File: src/sv/tcw_pkg.sv
// Shared definitions for the text console writer: geometry, glyph codes,
// cell store request and result types. No dependencies.
package tcw_pkg;

    localparam int COLUMNS = 80;
    localparam int ROWS    = 25;
    localparam int CELLS   = ROWS * COLUMNS;
    localparam int ADDR_W  = $clog2(CELLS);

    localparam int CELL_W  = 16;
    localparam int CHAR_W  = 8;
    localparam int ROW_W   = 5;
    localparam int COL_W   = 7;

    localparam logic OP_PUT  = 1'b0;
    localparam logic OP_READ = 1'b1;

    localparam logic [CHAR_W-1:0] CH_END        = 8'h00;
    localparam logic [CHAR_W-1:0] CH_NEWLINE    = 8'h0A;
    localparam logic [CHAR_W-1:0] CH_SPACE      = 8'h20;
    localparam logic [CHAR_W-1:0] CH_UNDERSCORE = 8'h5F;
    localparam logic [CHAR_W-1:0] RESET_COLOR   = 8'h0F;
    localparam logic [CELL_W-1:0] CLEAR_CELL    = {RESET_COLOR, CH_SPACE};

    typedef struct packed {
        logic              we;
        logic [ADDR_W-1:0] waddr;
        logic [CELL_W-1:0] wdata;
        logic              re;
        logic [ADDR_W-1:0] raddr;
    } t_ram_req;

    typedef struct packed {
        logic              valid;
        logic [CELL_W-1:0] data;
        logic [ROW_W-1:0]  row;
        logic [COL_W-1:0]  col;
    } t_result;

    function automatic logic [ADDR_W-1:0] cell_addr(input logic [ROW_W-1:0] row,
                                                    input logic [COL_W-1:0] col);
        return ADDR_W'(ADDR_W'(row) * ADDR_W'(COLUMNS)) + ADDR_W'(col);
    endfunction

endpackage

File: src/sv/tcw_seq.sv
// Sequencer of the text console: cursor, clearing pass, put and read
// transactions, scroll walk over the cell store. Depends on tcw_pkg.
module tcw_seq (
    input  logic                           i_clk,
    input  logic                           i_rst_n,
    input  logic                           i_in_valid,
    output logic                           o_in_stall,
    input  logic                           i_operation,
    input  logic [tcw_pkg::CHAR_W-1:0]     i_char_code,
    input  logic [tcw_pkg::ROW_W-1:0]      i_cell_row,
    input  logic [tcw_pkg::COL_W-1:0]      i_cell_col,
    input  logic [tcw_pkg::CHAR_W-1:0]     i_color,
    input  logic                           i_out_free,
    input  logic [tcw_pkg::CELL_W-1:0]     i_rdata,
    output tcw_pkg::t_ram_req              o_ram_req,
    output tcw_pkg::t_result               o_result
);

    typedef enum logic [5:0] {
        S_CLEAR  = 6'b000001,
        S_IDLE   = 6'b000010,
        S_READ   = 6'b000100,
        S_SCROLL = 6'b001000,
        S_FILL   = 6'b010000,
        S_EMIT   = 6'b100000
    } t_state;

    t_state                          r_state, n_state;
    logic [tcw_pkg::ADDR_W-1:0]      r_ptr, n_ptr;
    logic [tcw_pkg::ADDR_W-1:0]      r_wr_addr, n_wr_addr;
    logic                            r_wr_pend, n_wr_pend;
    logic [tcw_pkg::ROW_W-1:0]       r_row, n_row;
    logic [tcw_pkg::COL_W-1:0]       r_col, n_col;
    logic                            r_rd_ok, n_rd_ok;
    logic [tcw_pkg::CELL_W-1:0]      r_res_data, n_res_data;

    logic                            accept;
    logic                            rd_in_range;
    logic [tcw_pkg::CHAR_W-1:0]      glyph;
    logic [tcw_pkg::COL_W:0]         col_inc;
    logic [tcw_pkg::ROW_W:0]         row_inc;
    logic                            wrap;

    assign o_in_stall  = (r_state != S_IDLE);
    assign accept      = i_in_valid && !o_in_stall;
    assign rd_in_range = (i_cell_row < tcw_pkg::ROWS) && (i_cell_col < tcw_pkg::COLUMNS);
    assign col_inc     = {1'b0, r_col} + 1'b1;
    assign row_inc     = {1'b0, r_row} + 1'b1;
    assign wrap        = (i_char_code == tcw_pkg::CH_NEWLINE) ||
                         (col_inc >= tcw_pkg::COLUMNS);

    always_comb begin
        case (i_char_code)
            tcw_pkg::CH_END:     glyph = tcw_pkg::CH_UNDERSCORE;
            tcw_pkg::CH_NEWLINE: glyph = tcw_pkg::CH_SPACE;
            default:             glyph = i_char_code;
        endcase
    end

    always_comb begin
        n_state    = r_state;
        n_ptr      = r_ptr;
        n_wr_addr  = r_wr_addr;
        n_wr_pend  = r_wr_pend;
        n_row      = r_row;
        n_col      = r_col;
        n_rd_ok    = r_rd_ok;
        n_res_data = r_res_data;
        o_ram_req  = '0;
        o_result   = '0;

        case (r_state)
            S_CLEAR: begin
                o_ram_req.we    = 1'b1;
                o_ram_req.waddr = r_ptr;
                o_ram_req.wdata = tcw_pkg::CLEAR_CELL;
                if (r_ptr == tcw_pkg::ADDR_W'(tcw_pkg::CELLS - 1)) begin
                    n_ptr   = '0;
                    n_state = S_IDLE;
                end else begin
                    n_ptr = r_ptr + 1'b1;
                end
            end
            S_IDLE: begin
                if (accept) begin
                    if (i_operation == tcw_pkg::OP_READ) begin
                        o_ram_req.re    = rd_in_range;
                        o_ram_req.raddr = tcw_pkg::cell_addr(i_cell_row, i_cell_col);
                        n_rd_ok         = rd_in_range;
                        n_state         = S_READ;
                    end else begin
                        o_ram_req.we    = 1'b1;
                        o_ram_req.waddr = tcw_pkg::cell_addr(r_row, r_col);
                        o_ram_req.wdata = {i_color, glyph};
                        n_res_data      = '0;
                        n_state         = S_EMIT;
                        if (i_char_code != tcw_pkg::CH_END) begin
                            if (wrap) begin
                                n_col = '0;
                                if (row_inc >= tcw_pkg::ROWS) begin
                                    // bottom row left: scroll, cursor stays on last row
                                    n_row   = tcw_pkg::ROW_W'(tcw_pkg::ROWS - 1);
                                    n_ptr   = tcw_pkg::ADDR_W'(tcw_pkg::COLUMNS);
                                    n_state = S_SCROLL;
                                end else begin
                                    n_row = row_inc[tcw_pkg::ROW_W-1:0];
                                end
                            end else begin
                                n_col = col_inc[tcw_pkg::COL_W-1:0];
                            end
                        end
                    end
                end
            end
            S_READ: begin
                n_res_data = r_rd_ok ? i_rdata : '0;
                n_state    = S_EMIT;
            end
            S_SCROLL: begin
                // read one row ahead, write back the previous read one row up
                if (r_wr_pend) begin
                    o_ram_req.we    = 1'b1;
                    o_ram_req.waddr = r_wr_addr;
                    o_ram_req.wdata = i_rdata;
                end
                o_ram_req.re    = 1'b1;
                o_ram_req.raddr = r_ptr;
                n_wr_pend       = 1'b1;
                n_wr_addr       = tcw_pkg::ADDR_W'(r_ptr - tcw_pkg::ADDR_W'(tcw_pkg::COLUMNS));
                if (r_ptr == tcw_pkg::ADDR_W'(tcw_pkg::CELLS - 1)) begin
                    n_ptr   = tcw_pkg::ADDR_W'(tcw_pkg::CELLS - tcw_pkg::COLUMNS);
                    n_state = S_FILL;
                end else begin
                    n_ptr = r_ptr + 1'b1;
                end
            end
            S_FILL: begin
                o_ram_req.we = 1'b1;
                if (r_wr_pend) begin
                    o_ram_req.waddr = r_wr_addr;
                    o_ram_req.wdata = i_rdata;
                    n_wr_pend       = 1'b0;
                end else begin
                    o_ram_req.waddr = r_ptr;
                    o_ram_req.wdata = {i_color, tcw_pkg::CH_SPACE};
                    if (r_ptr == tcw_pkg::ADDR_W'(tcw_pkg::CELLS - 1)) begin
                        n_ptr   = '0;
                        n_state = S_EMIT;
                    end else begin
                        n_ptr = r_ptr + 1'b1;
                    end
                end
            end
            S_EMIT: begin
                if (i_out_free) begin
                    o_result.valid = 1'b1;
                    n_state        = S_IDLE;
                end
            end
            default: begin
                n_state = S_CLEAR;
                n_ptr   = '0;
            end
        endcase

        o_result.data = r_res_data;
        o_result.row  = r_row;
        o_result.col  = r_col;
    end

    always_ff @(posedge i_clk) begin
        if (!i_rst_n) begin
            r_state   <= S_CLEAR;
            r_ptr     <= '0;
            r_wr_pend <= 1'b0;
            r_row     <= '0;
            r_col     <= '0;
        end else begin
            r_state   <= n_state;
            r_ptr     <= n_ptr;
            r_wr_pend <= n_wr_pend;
            r_row     <= n_row;
            r_col     <= n_col;
        end
    end

    always_ff @(posedge i_clk) begin
        r_wr_addr  <= n_wr_addr;
        r_rd_ok    <= n_rd_ok;
        r_res_data <= n_res_data;
    end

endmodule

File: config.mk
export PLATFORM = sky130hd
export DESIGN_NAME = tcw_seq
export DESIGN_NICKNAME = d
export VERILOG_FILES = /design/src/sv/tcw_pkg.sv /design/src/sv/tcw_seq.sv
export SDC_FILE = /design/constraint.sdc
export NUM_CORES = 1
export LEC_CHECK = 0
export ABC_AREA = 1
export BUFFER_PORTS_ARGS = -buffer_cell sky130_fd_sc_hd__buf_2
export CORE_MARGIN = 2
export CORE_UTILIZATION = 53
export CTS_CLUSTER_SIZE = 40
export DETAILED_ROUTE_END_ITERATION = 8
export PLACE_DENSITY = 0.84
export SYNTH_ARGS = -nofsm -noshare
export SYNTH_HDL_FRONTEND = slang
export SYNTH_SLANG_ARGS = --single-unit
File: constraint.sdc
create_clock -name i_clk -period 2.7 [get_ports i_clk]
set_input_delay 0.27 -clock i_clk [delete_from_list [all_inputs] [get_ports i_clk]]
set_output_delay 0.27 -clock i_clk [all_outputs]
set_load 0.02 [all_outputs]
==> metrics <==
top post-synthesis cells by area edfxtp_1 (20%), dfxtp_1 (14%), nand2_1 (9.2%), inv_1 (7.9%), ha_1 (7.4%); Crit Path Max Fanout 3; synth cell count leaders nand2_1 (104), inv_1 (89), nor2_1 (78), o21ai_0 (41), nand3_1 (36); Setup Skew just over 9 ps; Async SR Flop Fraction 0; placed insts 793; largest family of logic cells by synthesized area simple AND/OR/NAND/NOR gates; 1st-iter DRT viols 323; post-synth top area cell edfxtp_1; hold slack 239.0 ps; type of the worst min-delay path in -> reg; die area between 8000 and 9000 um^2; worst path required time 2430 ps; CTS Hold Bufs 0; via count between 4000 and 5000; Crit Path Class reg -> out; share of the synthesized area in the top cell type 0.1979; Ant. Diodes 0; clock share of power 0.311; Num CTS Buffers 9; pin count of the biggest net entering global routing 20; area delta synth->final 25.33%; static leakage around 2.7 nW; synth unique cells 45; multi-input gate area in the final layout approximately 2500 um^2; IO Count ~120; yosys warns 0; Avg Cell Area, Syn 7.388 um^2; Internal Power ~2.1 mW; peak supply drop between 400 and 500 uV; Post-synth EDFFs 28; Routed WL ~12000 um; Synth Register Bits 58; H-tree lvl count 3; combinational group share of total power 0.383; area share of xor/xnor cells in the synthesized design 0.03299; DR vias/cell approximately 5.5; FF+latch area approximately 1500 um^2; Seq/Total Area, Yosys 0.3393; Netlist Area Pre-Place between 4000 and 5000 um^2; initial antenna violation count 0; Tot GR Track Use 0.2783; switching pwr ~1.3 mW; crit path launch type flip-flop; period utilization 0.9897; register-to-register setup slack 660 ps; max-slew violations 0; top-count cell post-synth nand2_1; Util after Layout 0.6890; Initial Utilization 0.5497; Arrival @ worst endpoint between 2000 and 2500 ps; layout cells sized above 1 0.2694; status finished, final reports clean; Max Fclk roughly 0.37 GHz; Syn Inst Count 575; top_reg_cell synth dfxtp_1; Worst Max-Slew Pin Slew 603.3 ps; compound-gate portion of the synthesized area 0.1378; port bufs 118; pwr dens ~640 nW/um^2; sequential group share of total power 0.306; grt ovf 0; Final Hold Fails 0; filler instances around 680; # setup viols final 0; drt drc 0; core area between 7000 and 8000 um^2; simple-gate area share of the yosys netlist 0.3031; Max clock buf depth 2; drt pass-1 iters 5; Detail Route Antenna Nets 0; routability congestion estimate around 0.95; CTS clk-pin slew, worst paths about 70 ps; sw frac 0.3872; Design Power between 3 and 4 mW; die height a little over 90 um; Rel. slew slack 0.5968; clk_lat worst skew about 350 ps; num rows 32; Post-Route Setup TNS 0 ps; first-pass GRT wire length between 15000 and 20000 um; clock sinks 58; Syn Nets around 650; maxcap violations 0; CTS Root Buffer Type clkbuf_8; Post-DP HPWL roughly 9200 um; CTS tree done; final cell count without fillers about 810; DIE WIDTH 93.53 um; Routed WL per cell between 15 and 20 um; Tmin final approximately 2700 ps; adder-cell area share of the yosys netlist 0.09249; vias in the first global route about 4100; crit end category primary output; multiplexer share of the synthesized area 0; Nets roughly 800
-- power by group through the flow --
stage | clock network [mW] | registers, mW | logic (mW)
6_report | 1.06 | 1.05 | 1.31
5_1_grt | 1.10 | 1.06 | 1.44
4_1_cts | 1.06 | 1.05 | 1.29
3_5_place_dp | 0 | 1.07 | 1.27
3_3_place_gp | 0 | 1.07 | 1.24
2_1_floorplan | 0 | 1.05 | 0.879
-- metal layers --
layer  wire length [um]  GRT usage  share of wire
met2               6271     0.5078           0.51
met4                303     0.1042          0.025
met5                  0          0              0
met3               1001    0.04271          0.081
met1               4762     0.3270           0.39
-- cells in the final DEF, fill, tap and decap left out, types with 17 or more instances in the layout --
cell type  Yosys  layout
edfxtp_1      28      28
buf_2          2     116
o21ai_0       41      39
nand2_1      104     104
nor2_1        78      77
inv_1         89      87
a21oi_1       18      17
nand3_1       36      36
ha_1          25      22
dfxtp_1       30      26
-- state kept, by name (all words and copies together) (netlist names) --
| register | flops |
|---|---|
| r_res_data | 16 |
| r_ptr | 11 |
| r_wr_addr | 11 |
| r_col | 7 |
| r_state | 6 |
| r_row | 5 |
| r_rd_ok | 1 |
| r_wr_pend | 1 |
-- final timing paths --
check | start | end | depth (start not counted)
setup reg to reg | r_ptr[0] | r_ptr[10] | 10
hold / removal | i_rdata[8] | r_res_data[8] | 3
hold reg to reg | r_ptr[3] | r_wr_addr[3] | 0
setup / recovery | r_row[3] | o_ram_req[37] | 9
-- cells by family after synthesis --
logic type	after synthesis
buffers and inverters	105
AOI/OAI and AO/OA	99
DFF	58
and+or+nand+nor	268
adders and majority gates	29
xor gates and xnor gates	16
-- cell type report --
cell class / count / share of cell area
sequential: 58 / 0.2726
multi-input combinational: 412 / 0.4623
timing repair buffer: 127 / 0.1246
tap: 102 / 0.02397
inverter: 96 / 0.06839
clock inverter: 6 / 0.02421
clock buffer: 10 / 0.02397
-- critical path, cell delays in order, from the launching register on --
cell      delay, ps
dfxtp_2         340
ha_4            260
ha_4            130
inv_2            40
fa_2            470
buf_4           170
o21ai_1         120
nand2_1          90
o221ai_2        240
buf_4           190
-- what timing repair did --
item / 4_1_cts / 5_1_grt
buffers inserted: 1 / 1
gates resized for setup: 14 / 8
setup endpoints to repair: 2 / 2
pin swaps: 6 / 5
-- through the flow --
| stage | setup WS, ps | instance area, um^2 |
|---|---|---|
| global placement | 304.0 | 4982 |
| finish | 27.83 | 5324 |
| floorplan | 214.2 | 4248 |
| global route | -32.62 | 5324 |
| detailed placement | 213.0 | 4982 |
| CTS | 1.571 | 5293 |
Note: power is estimated with default switching activity, not from simulation.
